<file path="src/rtl/ffr_pkg.sv">
// Package for the fill-first token router: word types, operation and status codes,
// and the constants of the budget arithmetic.
// No dependencies; every other file of the block imports it.
package ffr_pkg;

   // Widths fixed by the word formats.
   localparam int ACTION_W  = 2;
   localparam int DEST_W    = 4;
   localparam int SEQ_W     = 64;
   localparam int STATUS_W  = 3;
   localparam int USAGE_W   = 7;
   localparam int TOKEN_W   = 7;
   localparam int USED_W    = 16;
   localparam int PROD_W    = 14;
   localparam int BUDGET_W  = 7;

   // Largest destination count that the destination field can address.
   localparam int DEST_SPAN = 2 ** DEST_W;

   // Reset value of the usage percentage register.
   localparam logic [USAGE_W-1:0] USAGE_RESET = 7'd50;

   // Ceiling division by 100: add 99, then multiply by 2^20/100 rounded up and shift.
   localparam logic [PROD_W-1:0]   ROUND_UP     = 14'd99;
   localparam logic [2*PROD_W-1:0] RECIP_100    = 28'd10486;
   localparam int                  RECIP_SHIFT  = 20;

   // The used counter stops at its top value.
   localparam logic [USED_W-1:0] USED_MAX = 16'hFFFF;

   // Result status codes.
   localparam logic [STATUS_W-1:0] ST_TAKEN   = 3'd0;
   localparam logic [STATUS_W-1:0] ST_DROPPED = 3'd1;
   localparam logic [STATUS_W-1:0] ST_ROUTE   = 3'd2;
   localparam logic [STATUS_W-1:0] ST_NONE    = 3'd3;
   localparam logic [STATUS_W-1:0] ST_CLEARED = 3'd4;

   // Operations, encoded as the action field encodes them.
   typedef enum logic [ACTION_W-1:0] {
      OP_ADD   = 2'd0,
      OP_TABLE = 2'd1,
      OP_ROUTE = 2'd2,
      OP_CLEAR = 2'd3
   } op_type;

   // Execution unit states.
   typedef enum logic [1:0] {
      BK_IDLE   = 2'd0,
      BK_BUDGET = 2'd1,
      BK_EMIT   = 2'd2
   } back_state_type;

   // Request word.
   typedef struct packed {
      logic [ACTION_W-1:0] action;
      logic [DEST_W-1:0]   dest_in;
      logic [SEQ_W-1:0]    seq_in;
   } req_type;

   // Response word.
   typedef struct packed {
      logic [STATUS_W-1:0] status;
      logic [SEQ_W-1:0]    seq_out;
      logic [DEST_W-1:0]   dest_out;
      logic                last;
   } rsp_type;

   // Decoded command held in the queue between front and back.
   typedef struct packed {
      op_type              op;
      logic                dest_bad;
      logic [DEST_W-1:0]   dest;
      logic [SEQ_W-1:0]    seq;
   } cmd_type;

   // Queue status seen by the two sides.
   typedef struct packed {
      logic full;
      logic empty;
   } queue_status_type;

endpackage

</file>
<file path="src/rtl/fill_first_token_router_top.sv">
// Top level of the fill-first token router: usage register, front, queue and back.
// Depends on ffr_pkg, ffr_front, ffr_queue and ffr_back.
//
//   Channel    Ports                       Transfer
//   request    start, busy, req_data       taken when start is high and busy is low
//   response   rsp_strobe, rsp_data        one cycle per word, cannot be held off
//   register   csr_we, csr_wdata           usage percent, written when csr_we is high
//
// An add, route or clear word is held in the queue, then answered through the back part's
// response register. A table word while no tokens are held gets a single none word; else
// the idle and budget states compute the budget, then the emit state gives one entry per
// cycle, at most TOKEN_CAPACITY entries, and the back part takes no new word until the last.
// The back part runs one word at a time; the two-entry queue takes up to two more
// words, and busy is high while it is full. Synchronous reset clears all tokens,
// counters and the queue, sets the usage percent to 50, and holds busy high.
module fill_first_token_router_top
   import ffr_pkg::*;
#(
   parameter int NUM_DESTS      = 16,
   parameter int TOKEN_CAPACITY = 64
) (
   input  logic               clock,
   input  logic               reset,
   input  logic               start,
   output logic               busy,
   input  req_type            req_data,
   output logic               rsp_strobe,
   output rsp_type            rsp_data,
   input  logic               csr_we,
   input  logic [USAGE_W-1:0] csr_wdata
);

   logic [USAGE_W-1:0] usage_ff;
   logic               push;
   logic               pop;
   cmd_type            push_cmd;
   cmd_type            head_cmd;
   queue_status_type   q_status;

   // Usage percent register.
   always_ff @(posedge clock) begin
      if (reset) begin
         usage_ff <= USAGE_RESET;
      end else if (csr_we) begin
         usage_ff <= csr_wdata;
      end
   end

   ffr_front #(
      .NUM_DESTS (NUM_DESTS)
   ) u_front (
      .reset    (reset),
      .start    (start),
      .req_data (req_data),
      .q_status (q_status),
      .busy     (busy),
      .push     (push),
      .cmd      (push_cmd)
   );

   ffr_queue u_queue (
      .clock    (clock),
      .reset    (reset),
      .push     (push),
      .push_cmd (push_cmd),
      .pop      (pop),
      .head_cmd (head_cmd),
      .status   (q_status)
   );

   ffr_back #(
      .NUM_DESTS      (NUM_DESTS),
      .TOKEN_CAPACITY (TOKEN_CAPACITY)
   ) u_back (
      .clock      (clock),
      .reset      (reset),
      .usage      (usage_ff),
      .q_valid    (~q_status.empty),
      .q_cmd      (head_cmd),
      .pop        (pop),
      .rsp_strobe (rsp_strobe),
      .rsp_data   (rsp_data)
   );

endmodule

</file>
<file path="src/rtl/ffr_front.sv">
// Front part of the token router: accepts request words and decodes them into commands.
// Depends on ffr_pkg; pushes into ffr_queue.
module ffr_front
   import ffr_pkg::*;
#(
   parameter int NUM_DESTS = 16
) (
   input  logic             reset,
   input  logic             start,
   input  req_type          req_data,
   input  queue_status_type q_status,
   output logic             busy,
   output logic             push,
   output cmd_type          cmd
);

   // No word is taken during reset or while the queue has no room.
   assign busy = reset | q_status.full;
   assign push = start & ~busy;

   // Decode the action and check the destination against the configured count.
   always_comb begin
      cmd.dest     = req_data.dest_in;
      cmd.seq      = req_data.seq_in;
      cmd.dest_bad = 32'(req_data.dest_in) >= 32'(NUM_DESTS);
      cmd.op       = op_type'(req_data.action);
   end

endmodule

</file>
<file path="src/rtl/ffr_queue.sv">
// Two-entry command queue between the front and the back of the token router.
// Depends on ffr_pkg.
module ffr_queue
   import ffr_pkg::*;
(
   input  logic             clock,
   input  logic             reset,
   input  logic             push,
   input  cmd_type          push_cmd,
   input  logic             pop,
   output cmd_type          head_cmd,
   output queue_status_type status
);

   cmd_type    entry_ff [2];
   logic       wr_ptr_ff;
   logic       wr_ptr_in;
   logic       rd_ptr_ff;
   logic       rd_ptr_in;
   logic [1:0] count_ff;
   logic [1:0] count_in;

   assign status.full  = count_ff == 2'd2;
   assign status.empty = count_ff == 2'd0;
   assign head_cmd     = entry_ff[rd_ptr_ff];

   // Pointer and fill count update.
   always_comb begin
      wr_ptr_in = push ? ~wr_ptr_ff : wr_ptr_ff;
      rd_ptr_in = pop ? ~rd_ptr_ff : rd_ptr_ff;
      count_in  = count_ff + {1'b0, push} - {1'b0, pop};
   end

   always_ff @(posedge clock) begin
      if (reset) begin
         wr_ptr_ff <= 1'b0;
         rd_ptr_ff <= 1'b0;
         count_ff  <= 2'd0;
      end else begin
         wr_ptr_ff <= wr_ptr_in;
         rd_ptr_ff <= rd_ptr_in;
         count_ff  <= count_in;
      end
   end

   // Command storage.
   always_ff @(posedge clock) begin
      if (push) begin
         entry_ff[wr_ptr_ff] <= push_cmd;
      end
   end

endmodule

</file>
<file path="src/rtl/ffr_back.sv">
// Back part of the token router: token counters per destination, budget arithmetic,
// and the sequencer that carries out each command and drives the response word.
// Depends on ffr_pkg; pops commands from ffr_queue.
module ffr_back
   import ffr_pkg::*;
#(
   parameter int NUM_DESTS      = 16,
   parameter int TOKEN_CAPACITY = 64
) (
   input  logic                clock,
   input  logic                reset,
   input  logic [USAGE_W-1:0]  usage,
   input  logic                q_valid,
   input  cmd_type             q_cmd,
   output logic                pop,
   output logic                rsp_strobe,
   output rsp_type             rsp_data
);

   // Destinations beyond the reach of the destination field never hold tokens.
   localparam int NUM_CELLS = (NUM_DESTS < DEST_SPAN) ? NUM_DESTS : DEST_SPAN;

   back_state_type      state_ff;
   back_state_type      state_in;
   logic [TOKEN_W-1:0]  tok_cnt_ff [NUM_CELLS];
   logic [TOKEN_W-1:0]  held_ff;
   logic [TOKEN_W-1:0]  held_in;
   logic [SEQ_W-1:0]    next_seq_ff;
   logic [SEQ_W-1:0]    next_seq_in;
   logic [USED_W-1:0]   used_ff;
   logic [USED_W-1:0]   used_in;
   logic [USED_W-1:0]   used_bump;
   logic [PROD_W-1:0]   prod_ff;
   logic [PROD_W-1:0]   prod_in;
   logic [BUDGET_W-1:0] budget_ff;
   logic [BUDGET_W-1:0] budget_in;
   logic [2*PROD_W-1:0] scaled;
   logic                rsp_strobe_ff;
   logic                rsp_strobe_in;
   rsp_type             rsp_data_ff;
   rsp_type             rsp_data_in;
   logic                inc;
   logic                dec;
   logic [DEST_W-1:0]   low_idx;
   logic                entry_last;

   // Lowest destination that holds a token.
   always_comb begin
      low_idx = '0;
      for (int i = NUM_CELLS - 1; i >= 0; i--) begin
         if (tok_cnt_ff[i] != '0) begin
            low_idx = DEST_W'(i);
         end
      end
   end

   // Saturating increment of the used counter.
   assign used_bump = (used_ff == USED_MAX) ? used_ff : used_ff + 16'd1;

   // Budget = (held * percent + 99) / 100, by reciprocal multiplication.
   assign scaled = 28'(prod_ff) * RECIP_100;

   // A table entry is the last one when the budget is met or the store runs dry.
   assign entry_last = (used_bump >= 16'(budget_ff)) || (held_ff == 7'd1);

   // Sequencer: next state, bookkeeping and response word.
   always_comb begin
      state_in      = state_ff;
      held_in       = held_ff;
      next_seq_in   = next_seq_ff;
      used_in       = used_ff;
      prod_in       = prod_ff;
      budget_in     = budget_ff;
      rsp_strobe_in = 1'b0;
      rsp_data_in   = '0;
      pop           = 1'b0;
      inc           = 1'b0;
      dec           = 1'b0;
      unique case (state_ff)
         BK_IDLE: begin
            if (q_valid) begin
               pop = 1'b1;
               unique case (q_cmd.op)
                  OP_ADD: begin
                     rsp_strobe_in        = 1'b1;
                     rsp_data_in.dest_out = q_cmd.dest;
                     rsp_data_in.last     = 1'b1;
                     if (q_cmd.dest_bad || held_ff >= TOKEN_W'(TOKEN_CAPACITY)) begin
                        rsp_data_in.status = ST_DROPPED;
                     end else begin
                        inc                = 1'b1;
                        held_in            = held_ff + 7'd1;
                        rsp_data_in.status = ST_TAKEN;
                     end
                  end
                  OP_TABLE: begin
                     if (held_ff == '0) begin
                        rsp_strobe_in      = 1'b1;
                        rsp_data_in.status = ST_NONE;
                        rsp_data_in.last   = 1'b1;
                     end else begin
                        prod_in  = 14'(held_ff) * 14'(usage) + ROUND_UP;
                        state_in = BK_BUDGET;
                     end
                  end
                  OP_ROUTE: begin
                     rsp_strobe_in    = 1'b1;
                     rsp_data_in.last = 1'b1;
                     if (held_ff == '0) begin
                        rsp_data_in.status = ST_NONE;
                     end else begin
                        dec                  = 1'b1;
                        held_in              = held_ff - 7'd1;
                        used_in              = used_bump;
                        rsp_data_in.status   = ST_ROUTE;
                        rsp_data_in.seq_out  = q_cmd.seq;
                        rsp_data_in.dest_out = low_idx;
                     end
                  end
                  OP_CLEAR: begin
                     used_in            = '0;
                     rsp_strobe_in      = 1'b1;
                     rsp_data_in.status = ST_CLEARED;
                     rsp_data_in.last   = 1'b1;
                  end
                  default: begin
                     state_in = BK_IDLE;
                  end
               endcase
            end
         end
         BK_BUDGET: begin
            budget_in = BUDGET_W'(scaled >> RECIP_SHIFT);
            state_in  = BK_EMIT;
         end
         BK_EMIT: begin
            // One table entry per cycle from the lowest destination.
            dec                  = 1'b1;
            held_in              = held_ff - 7'd1;
            used_in              = used_bump;
            next_seq_in          = next_seq_ff + 64'd1;
            rsp_strobe_in        = 1'b1;
            rsp_data_in.status   = ST_ROUTE;
            rsp_data_in.seq_out  = next_seq_ff;
            rsp_data_in.dest_out = low_idx;
            rsp_data_in.last     = entry_last;
            if (entry_last) begin
               state_in = BK_IDLE;
            end
         end
         default: begin
            state_in = BK_IDLE;
         end
      endcase
   end

   always_ff @(posedge clock) begin
      if (reset) begin
         state_ff      <= BK_IDLE;
         held_ff       <= '0;
         next_seq_ff   <= '0;
         used_ff       <= '0;
         rsp_strobe_ff <= 1'b0;
      end else begin
         state_ff      <= state_in;
         held_ff       <= held_in;
         next_seq_ff   <= next_seq_in;
         used_ff       <= used_in;
         rsp_strobe_ff <= rsp_strobe_in;
      end
   end

   // Arithmetic and response payload registers.
   always_ff @(posedge clock) begin
      prod_ff     <= prod_in;
      budget_ff   <= budget_in;
      rsp_data_ff <= rsp_data_in;
   end

   // Token counters, one per destination; an add and a take never meet in one cycle.
   always_ff @(posedge clock) begin
      for (int i = 0; i < NUM_CELLS; i++) begin
         if (reset) begin
            tok_cnt_ff[i] <= '0;
         end else if (inc && q_cmd.dest == DEST_W'(i)) begin
            tok_cnt_ff[i] <= tok_cnt_ff[i] + 7'd1;
         end else if (dec && low_idx == DEST_W'(i)) begin
            tok_cnt_ff[i] <= tok_cnt_ff[i] - 7'd1;
         end
      end
   end

   assign rsp_strobe = rsp_strobe_ff;
   assign rsp_data   = rsp_data_ff;

endmodule

</file>
<file path="config.mk">
export PLATFORM = sky130hd
export DESIGN_NAME = fill_first_token_router_top
export DESIGN_NICKNAME = d
export VERILOG_FILES = /design/src/rtl/ffr_pkg.sv /design/src/rtl/fill_first_token_router_top.sv /design/src/rtl/ffr_front.sv /design/src/rtl/ffr_queue.sv /design/src/rtl/ffr_back.sv
export SDC_FILE = /design/constraint.sdc
export NUM_CORES = 1
export LEC_CHECK = 0
export ABC_AREA = 1
export ABC_CLOCK_PERIOD_IN_PS = 5400
export CELL_PAD_IN_SITES_DETAIL_PLACEMENT = 0
export CELL_PAD_IN_SITES_GLOBAL_PLACEMENT = 2
export CORE_MARGIN = 2
export CORE_UTILIZATION = 41
export CTS_CLUSTER_DIAMETER = 40
export DETAILED_ROUTE_END_ITERATION = 16
export DONT_BUFFER_PORTS = 1
export PLACE_DENSITY_LB_ADDON = 0.1
export SYNTH_ARGS = -nofsm -noshare
export SYNTH_HDL_FRONTEND = slang
export SYNTH_HIERARCHICAL = 1
export SYNTH_SLANG_ARGS = --single-unit
</file>
<file path="constraint.sdc">
create_clock -name clock -period 5.4 [get_ports clock]
set_clock_uncertainty 0.2 [all_clocks]
set_input_delay 0.27 -clock clock [delete_from_list [all_inputs] [get_ports clock]]
set_output_delay 0.27 -clock clock [all_outputs]
set_load 0.02 [all_outputs]
</file>
Yosys cells after proc, flatten, opt, wreduce, memory -nomap -nowiden. Memory sizes are Yosys's and may differ from the RTL's. A register that Yosys moved wholly into a read port is not among the register bits. Index checks and enable logic that the tools add are counted.

Bits in registers: 194. Latch bits: 0. Bits in writable memories: 252. Memory bits (read-only): 0. Bits of input ports: 81. Output and inout bits: 74. Logic and storage cells: 411. Memories kept: 2.

Memories: u_queue.entry_ff (words 2, bits a word 70, rd ports 1, clocked after Yosys merged registers in 1, write ports 1, RTL line ffr_queue.sv:15) `cmd_type entry_ff [2];`; u_back.tok_cnt_ff (words 16, bits a word 7, rd ports 16, clocked after Yosys merged registers in 0, write ports 16, RTL line ffr_back.sv:25) `logic [TOKEN_W-1:0] tok_cnt_ff [NUM_CELLS];`.

Add/sub/neg operators: 39. Multiply operators: 2. Div/mod/pow operators: 0. $lt $le $gt $ge: 2. Equal/unequal tests: 46. Shifts and indexed selects: 0. Muxes and demuxes: 204. Bitwise operators: 39. Reduce and logical (&&, ||, !) cells: 62.

Operators by type and width (number): two-way mux 7 bit (35); case mux 72 bit (2 select lines) (1); two-way mux 1 bit (131); adder 7 x 1 -> 7 bit, second input constant (17); subtractor 7 x 1 -> 7 bit, second input constant (17); nonzero test 7 bit (16); two-way mux 72 bit (1); two-way mux 68 bit (1); adder 64 x 1 -> 64 bit, second input constant (1); equality test 4 bit, second input constant (16); two-way mux 4 bit (16); two-way mux 64 bit (1); case mux 16 bit (2 select lines) (2); two-way mux 16 bit (3); bitwise OR 1 bit (33); equality test 4 x 3 -> 1 bit, second input constant (8); logical AND 1 bit (32); case mux 7 bit (2 select lines) (2); multiplier 14 x 13 -> 26 bit, second input constant (1); adder 16 x 1 -> 16 bit, second input constant (1); equality test 16 bit, second input constant (1); equality test 4 x 2 -> 1 bit, second input constant (4); greater-or-equal comparator 16 x 7 -> 1 bit (1); adder 14 x 7 -> 14 bit, second input constant (1); other kinds (27) (52).

Logic depth before layout (Yosys ltp). Gate-level depths: netlist of run 1. An unclocked memory read counts as a cell.

Word-level depth: 25. Mapped depth: 30. Depth with buffers taken out: 30.

Modules after synthesis. The synthesis of run 1 kept the hierarchy.

By module, submodules not included: ffr_back (times used 1, cells each 2655, area an instance 21366.7 sq um, sequential area each 7236.9 sq um); ffr_queue (times used 1, cells each 252, area an instance 5701.7 sq um, sequential area each 4364.2 sq um); ffr_front (times used 1, cells each 77, area an instance 560.5 sq um, sequential area each 0.0 sq um); fill_first_token_router_top (times used 1, cells each 40, area an instance 285.3 sq um, sequential area each 140.1 sq um).

Worst setup path before layout of run 1. No wires, ideal clock.

Path kind: flip-flop to flip-flop. From: register u_back.prod_ff[8]. To: register u_back.budget_ff[4], data pin. Setup time: 265 ps. Data arrival time: 4198 ps. Required time: 4935 ps. Slack: 737 ps. Cell stages (with the launch flop): 18. Path buffers: 0. Clock period less this slack: 4663 ps. Cell sequence: edfxtp_1 > ha_1 > inv_1 > fa_1 > inv_1 > fa_1 > inv_1 > fa_1 > fa_1 > inv_1 > ha_1 > nand4_1 > inv_1 > a21oi_1 > o21ai_0 > a21boi_0 > o21ai_0 > xor2_1.

Word-level cells in the longest chain between the ends: 1.

Ends and longest elaborated chain: from (decl) (RTL line ffr_back.sv:33) `logic [PROD_W-1:0] prod_ff;`; from (signal assigned) (RTL line ffr_back.sv:175) `prod_ff <= prod_in;`; multiplier 14 x 13 -> 26 bit (RTL line ffr_back.sv:61) `assign scaled = 28'(prod_ff) * RECIP_100;`; named net u_back.scaled[24] (RTL line ffr_back.sv:37) `logic [2*PROD_W-1:0] scaled;`; to (signal assigned) (RTL line ffr_back.sv:176) `budget_ff <= budget_in;`; to (decl) (RTL line ffr_back.sv:35) `logic [BUDGET_W-1:0] budget_ff;`.

The timed path passes the listed nets, and every way through them passes these cells. A chain may end at the register's enable or synchronous reset.

Worst setup path after layout of run 1. Ends and elaborated chain as after synthesis.

==> flow_metrics.env, run 1 <==
export IMPL_synthArstFlopShare=0
export IMPL_final_instance_count_excl_fill=4041
export IMPL_wl_per_cell_um=16.0
export IMPL_fillers=6316
export IMPL_firstDrtPassIters=5
export IMPL_cts_sinks=449
export IMPL_slew_headroom=0.225
export IMPL_clockBufferDepth=3
export IMPL_dieArea_sq_mm=0.0702
export IMPL_start_kind="flip-flop"
export IMPL_grt_start_max_net_pins=90
export IMPL_yosys_area_top_type_share=0.296
export IMPL_cp_data_arrival_time_ns=5.18
export IMPL_syn_area_sq_mm=0.0279
export IMPL_drtAntennaViolNets=0
export IMPL_num_io_pins=155
export IMPL_yosysTopAreaCell="edfxtp_1"
export IMPL_avgViaCountPerCell=4.82
export IMPL_core_sq_mm=0.0673
export IMPL_synth_edf_count=275
export IMPL_drv_cap=0
export IMPL_port_buffers=0
export IMPL_routabilityCongestion=0.845
export IMPL_met1_length_um=29900
export IMPL_crit_fanout=6
export IMPL_cts_root_buf="clkbuf_16"
export IMPL_start_util=0.415
export IMPL_holdWs_ns=0.0444
export IMPL_synth_seq_cells=449
export IMPL_fin_crit_sh=0.933
export IMPL_worst_pin_slew_ns=1.15
export IMPL_rsz0062_at_grt="false"
export IMPL_dp_cells=3788
export IMPL_vias=19500
export IMPL_wl_um=64900
export IMPL_totalPowerFinal_uw=15100
export IMPL_powerDensity_mw_per_mm2=467
export IMPL_cts_htree_levels=3
export IMPL_period_minus_slack_ns=5.04
export IMPL_required_ns=5.54
export IMPL_clock_fmax_mhz=198
export IMPL_grt_remaining_overflow=0
export IMPL_final_setup_tns_ns=0
export IMPL_drcViolationCount=0
export IMPL_clk_latency_ns=0.64
export IMPL_area_delta_synth_final_pct=15.8
export IMPL_yosysSeqAreaShare=0.421
export IMPL_wl_met3_um=3160
export IMPL_ctsResizeCount=0
export IMPL_hold_viol_final=0
export IMPL_antenna_found_initial=8
export IMPL_die_h_um=265
export IMPL_grt_pass1_wl_um=106000
export IMPL_drv_slew=0
export IMPL_numCtsBuffers=88
export IMPL_status="complete, no violations"
export IMPL_first_iter_violations=949
export IMPL_synth_warnings=6
export IMPL_critPathCaptureType="flip-flop"
export IMPL_cts_tree="built"
export IMPL_synthCells=3024
export IMPL_synth_most_common_cell="inv_1"
export IMPL_avgSynthCellArea_sq_um=9.23
export IMPL_synth_fp_nets=3376
export IMPL_yosysUniqueCellTypes=56
export IMPL_clk_pin_slew_worst_paths_ns=0.05
export IMPL_hp_class="primary input to flip-flop"
export IMPL_synth_commonest_cells="488 x inv_1, 460 x nand2_1, 275 x edfxtp_1"
export IMPL_top_layer="met5"
export IMPL_ir_worst_vdd_mv=0.393
export IMPL_detailed_place_hpwl_um=46800
export IMPL_final_nets=3439
export IMPL_power_leakage_uw=0.0136
export IMPL_crit_type="flip-flop to flip-flop"
export IMPL_synthFlopType="edfxtp_1"
export IMPL_setup_violations=0
export IMPL_grt_use_total=0.188
export IMPL_drive_gt1_frac=0.102
export IMPL_row_count=95
export IMPL_die_w_um=265
export IMPL_grt_pass1_vias=19900
export IMPL_route_met2_wl_um=30600
export IMPL_synth_area_leaders="edfxtp_1 30%, dfxtp_1 12%, ha_1 8.1%, inv_1 6.6%, fa_1 6.5%"
where the power goes:
part | internal [uW] | total, uW | leakage [uW] | switching, uW
Clock | 3730 | 5740 | 0.00154 | 2010
Sequential | 3990 | 4320 | 0.00405 | 326
Combinational | 2120 | 5040 | 0.00797 | 2930
Total | 9840 | 15100 | 0.0136 | 5260
sequential cells by signal, indices dropped and copies added, names as in the netlist, named ones only:
register / flops
u_queue/wr_ptr_ff: 1
u_back/held_ff: 7
u_queue/rd_ptr_ff: 1
u_back/prod_ff: 14
u_back/rsp_strobe: 1
u_back/next_seq_ff: 64
u_back/used_ff: 16
u_back/state_ff: 2
u_back/tok_cnt_ff: 112
u_queue/entry_ff: 142
u_back/rsp_data: 72
u_queue/count_ff: 2
usage_ff: 7
u_back/budget_ff: 7
final timing paths:
| check | startpoint | to | slack, ns | cells after the start |
|---|---|---|---|---|
| worst max-delay path | u_back/prod_ff[8]$_DFFE_PP_ | u_back/budget_ff[4]$_DFFE_PN_ | 0.36 | 17 |
| worst min-delay path | reset | u_back/tok_cnt_ff[0][32]$_DFFE_PP_ | 0.04 | 3 |
| worst max register to register | u_back/prod_ff[8]$_DFFE_PP_ | u_back/budget_ff[4]$_DFFE_PN_ | 0.36 | 17 |
| worst min register to register | u_back/used_ff[2]$_SDFFE_PP0P_ | u_back/used_ff[2]$_SDFFE_PP0P_ | 0.28 | 2 |
layout make-up:
class	instances	area, sq um	share of cell area
inverters	510	1920	0.0593
clock inverters	67	885	0.0274
well taps	873	1090	0.0338
flip-flops and latches	449	11700	0.363
multi-input cells	1940	13400	0.414
clock buffers	99	2310	0.0716
diodes	5	12.5	0.000387
repair buffers	98	958	0.0297
layout by cell type, fill, tap and decap left out, types with 6 or more instances in the layout:
cell	Yosys	final
mux2_4	70	70
nand4_1	35	35
o21ai_1	27	27
inv_1	488	486
nand3b_1	15	15
nor2_1	249	248
inv_6	0	10
clkinvlp_4	0	6
bufinv_16	0	12
inv_2	22	23
nor3_1	99	99
buf_4	72	16
nor2_2	18	17
dlygate4sd3_1	0	81
clkinv_4	0	7
clkbuf_16	0	89
fa_1	90	90
xnor2_1	43	43
clkinv_1	0	8
ha_1	181	181
nand2_2	8	8
o22ai_1	25	25
clkinv_2	0	13
or2_2	7	7
a21oi_1	124	124
xor2_1	138	138
nand3_1	132	132
nor4_1	17	17
o21bai_1	7	7
o21ai_0	128	128
dfxtp_1	174	173
clkinv_8	0	6
edfxtp_1	275	275
nand2_1	460	460
worst max-delay path, stage by stage (launching register included):
cell and delay [ns]:
edfxtp_1 0.52, ha_1 0.37, inv_1 0.06, fa_1 0.52
inv_1 0.06, fa_1 0.50, inv_1 0.05, fa_1 0.46
fa_1 0.54, inv_1 0.04, ha_1 0.32, nand4_1 0.10
inv_1 0.04, a21oi_1 0.16, o21ai_0 0.17, a21boi_0 0.37
o21ai_0 0.16, xor2_1 0.16
repair_timing:
item | CTS | global route
buffers inserted | 0 | 0
endpoints found under the hold margin | 353 | 0
hold buffers | 82 | 0
through the flow:
step / utilization / instance area [sq um] / setup WS [ns]
finish: 0.480 / 32300 / 0.360
global route: 0.480 / 32300 / 0.0657
CTS: 0.480 / 32300 / 0.292
detailed placement: 0.420 / 28300 / 0.284
global placement: 0.420 / 28300 / 0.378
floorplan: - / 27900 / 0.737
logic make-up (layout without fill, tap and decap cells):
family / Yosys count / in the layout / share of synthesized area
AOI/OAI and AO/OA: 338 / 338 / 0.0649
xor gates and xnor gates: 181 / 181 / 0.0568
adders and majority gates: 271 / 271 / 0.146
buffers and inverters: 635 / 774 / 0.100
DFF: 449 / 449 / 0.421
muxes: 76 / 76 / 0.0398
other: 1 / 6 / 0.000134
and+or+nand+nor: 1073 / 1073 / 0.172
per-layer routing:
layer / up-vias / GRT usage
met5: - / 0
met4: 6 / 0.0508
li1: 10000 / -
met1: 9113 / 0.244
met2: 272 / 0.316
met3: 83 / 0.0423
No activity file was read; power rests on OpenSTA's default activity.
==> inputs of run 2 (changes only) <==
--- a/config.mk
+++ b/config.mk
@@ -9,6 +9,7 @@
 export ABC_CLOCK_PERIOD_IN_PS = 5400
 export CELL_PAD_IN_SITES_DETAIL_PLACEMENT = 0
 export CELL_PAD_IN_SITES_GLOBAL_PLACEMENT = 2
+export CORE_ASPECT_RATIO = 0.5
 export CORE_MARGIN = 2
 export CORE_UTILIZATION = 41
 export CTS_CLUSTER_DIAMETER = 40
==> run 2 against run 1 <==
Maximum frequency up 3.4%. Utilization down 1.6 points. Sequential cell count unchanged. Register-to-register slack improved by 0.16 ns. First-iteration DRC count up 10%. Clock power is 31% lower. Via count is 0.86% lower. Power down 12%. Cell area down 3.6%. Critical path type unchanged. Critical endpoint unchanged.
==> flow_metrics.env, run 2 (synthesis gave the netlist of run 1 again) <==
export IMPL_min_from="req_data[63]"
export IMPL_diodes=0
export IMPL_cp_data_arrival_time_ns=5.02
export IMPL_hp_class="primary input to flip-flop"
export IMPL_antenna_found_initial=0
export IMPL_wl_per_cell_um=16.4
export IMPL_num_io_pins=155
export IMPL_port_buffers=0
export IMPL_crit_fanout=6
export IMPL_hold_viol_final=0
export IMPL_final_nets=3415
export IMPL_grt_pass1_vias=19500
export IMPL_reg2reg_to="u_back/budget_ff[4]$_DFFE_PN_"
export IMPL_grt_pass1_wl_um=107000
export IMPL_detailed_place_hpwl_um=47400
export IMPL_worst_pin_slew_ns=1.17
export IMPL_vias=19300
export IMPL_die_w_um=373
export IMPL_drtAntennaViolNets=0
export IMPL_die_h_um=189
export IMPL_rsz0062_at_grt="false"
export IMPL_critPathCaptureType="flip-flop"
export IMPL_grtUsageMet3=0.0330
export IMPL_routabilityCongestion=0.807
export IMPL_fin_util=0.464
export IMPL_status="complete, no violations"
export IMPL_largest_reg_flops=142
export IMPL_clockBufferDepth=3
export IMPL_required_ns=5.55
export IMPL_gr_usage_met2=0.299
export IMPL_p_comb_frac=0.383
export IMPL_top_usage_layer="met2"
export IMPL_crit_type="flip-flop to flip-flop"
export IMPL_power_frac_clock=0.296
export IMPL_clk_pin_slew_worst_paths_ns=0.07
export IMPL_fin_crit_sh=0.903
export IMPL_start_util=0.416
export IMPL_drv_cap=0
export IMPL_powerDensity_mw_per_mm2=428
export IMPL_slew_headroom=0.211
export IMPL_rrSetupSlack_ns=0.52
export IMPL_cts_root_buf="clkbuf_16"
export IMPL_reg2reg_depth=15
export IMPL_firstDrtPassIters=7
export IMPL_ir_worst_vdd_mv=0.383
export IMPL_p_sw_uw=4850
export IMPL_critPathBufInv=2
export IMPL_cts_tree="built"
export IMPL_power_leakage_uw=0.0130
export IMPL_grt_remaining_overflow=0
export IMPL_area_delta_synth_final_pct=11.6
export IMPL_crit_path_max_incr_delay_ns=0.53
export IMPL_largest_register="u_queue/entry_ff"
export IMPL_fillers=6481
export IMPL_start_kind="flip-flop"
export IMPL_crit_top_cell="fa_1"
export IMPL_multiInputGateArea_sq_mm=0.0134
export IMPL_swShare=0.363
export IMPL_drive_gt1_frac=0.0849
export IMPL_grt_use_total=0.189
export IMPL_numCtsBuffers=56
export IMPL_cts_sinks=449
export IMPL_seq_power_share=0.321
export IMPL_avgViaCountPerCell=4.82
export IMPL_row_count=67
export IMPL_regToRegStartpoint="u_back/prod_ff[8]$_DFFE_PP_"
export IMPL_final_common_cell="inv_1"
export IMPL_holdPathEnd="u_queue/entry_ff[0][63]$_DFFE_PP_"
export IMPL_critPathSlowestCell="fa_1"
export IMPL_drcViolationCount=0
export IMPL_period_minus_slack_ns=4.88
export IMPL_setup_violations=0
export IMPL_use_met1=0.274
export IMPL_drv_slew=0
export IMPL_first_iter_violations=1048
export IMPL_seq_area_sq_mm=0.0117
export IMPL_dieArea_sq_mm=0.0703
export IMPL_worstHoldPathCells=1
export IMPL_crit_chain="fa_1, ha_1, inv_1, fa_1, inv_1, fa_1, fa_1, ha_1, a21oi_1, o21ai_0, a21oi_1, o21ai_0, a21boi_1, o21ai_0, xor2_1"
export IMPL_clk_latency_ns=0.64
export IMPL_final_setup_tns_ns=0
export IMPL_grt_start_max_net_pins=89
export IMPL_clock_fmax_mhz=205
export IMPL_cts_htree_levels=2
export IMPL_layout_common_cells="486 x inv_1, 460 x nand2_1, 275 x edfxtp_1, 248 x nor2_1, 181 x ha_1"
export IMPL_wl_um=65600
export IMPL_p_int_uw=8510
export IMPL_critPathTopFamily="adder cells"
export IMPL_core_sq_mm=0.0671
[run 2: what timing repair did]
item                                    in CTS  in global routing
endpoints found under the hold margin      321                  0
buffers inserted                             0                  0
gates resized for setup                      0                  1
endpoints found under the setup margin       0                  1
hold buffers                                82                  0
[run 2: stage by stage]
step	hold WS (ns)	power (uW)	area, sq um	worst slack, ns	cells
after detailed placement	0.169	9460	28400	0.350	3820
after floorplan	0.141	8330	27900	0.737	3024
after global routing	0.0408	14600	31200	0.117	4007
after global placement	0.166	9460	28400	0.396	3820
after CTS	0.0155	13600	31200	0.386	4007
final	0.0779	13400	31200	0.525	4007
[run 2: metal layers]
metal	vias up	routed length, um
met5	-	0
met4	0	825
met3	66	2670
met2	244	29000
met1	9081	33100
li1	9921	-
[run 2: worst max path at each step]
stage | cells after the start | to | startpoint | slack (ns)
CTS | 17 | u_back/budget_ff[4]$_DFFE_PN_ | u_back/prod_ff[8]$_DFFE_PP_ | 0.39
global route | 18 | u_back/budget_ff[4]$_DFFE_PN_ | u_back/prod_ff[9]$_DFFE_PP_ | 0.12
finish | 15 | u_back/budget_ff[4]$_DFFE_PN_ | u_back/prod_ff[8]$_DFFE_PP_ | 0.52
floorplan | 17 | u_back/budget_ff[4]$_DFFE_PN_ | u_back/prod_ff[8]$_DFFE_PP_ | 0.74
global placement | 17 | u_back/budget_ff[4]$_DFFE_PN_ | u_back/prod_ff[10]$_DFFE_PP_ | 0.40
detailed placement | 17 | u_back/budget_ff[4]$_DFFE_PN_ | u_back/prod_ff[8]$_DFFE_PP_ | 0.35
[run 2: layout make-up]
class | count | area share
inverter | 510 | 0.0615
sequential | 449 | 0.377
timing repair buffer | 106 | 0.0327
tap | 897 | 0.0360
clock inverter | 27 | 0.0124
clock buffer | 78 | 0.0509
multi-input combinational | 1940 | 0.430
[run 2: power by group through the flow]
stage	Sequential [uW]	Clock (uW)	Combinational (uW)
floorplan	4260	0	4070
global placement	4360	0	5090
detailed placement	4360	0	5100
CTS	4290	4070	5230
global route	4320	4220	6020
finish	4290	3950	5120
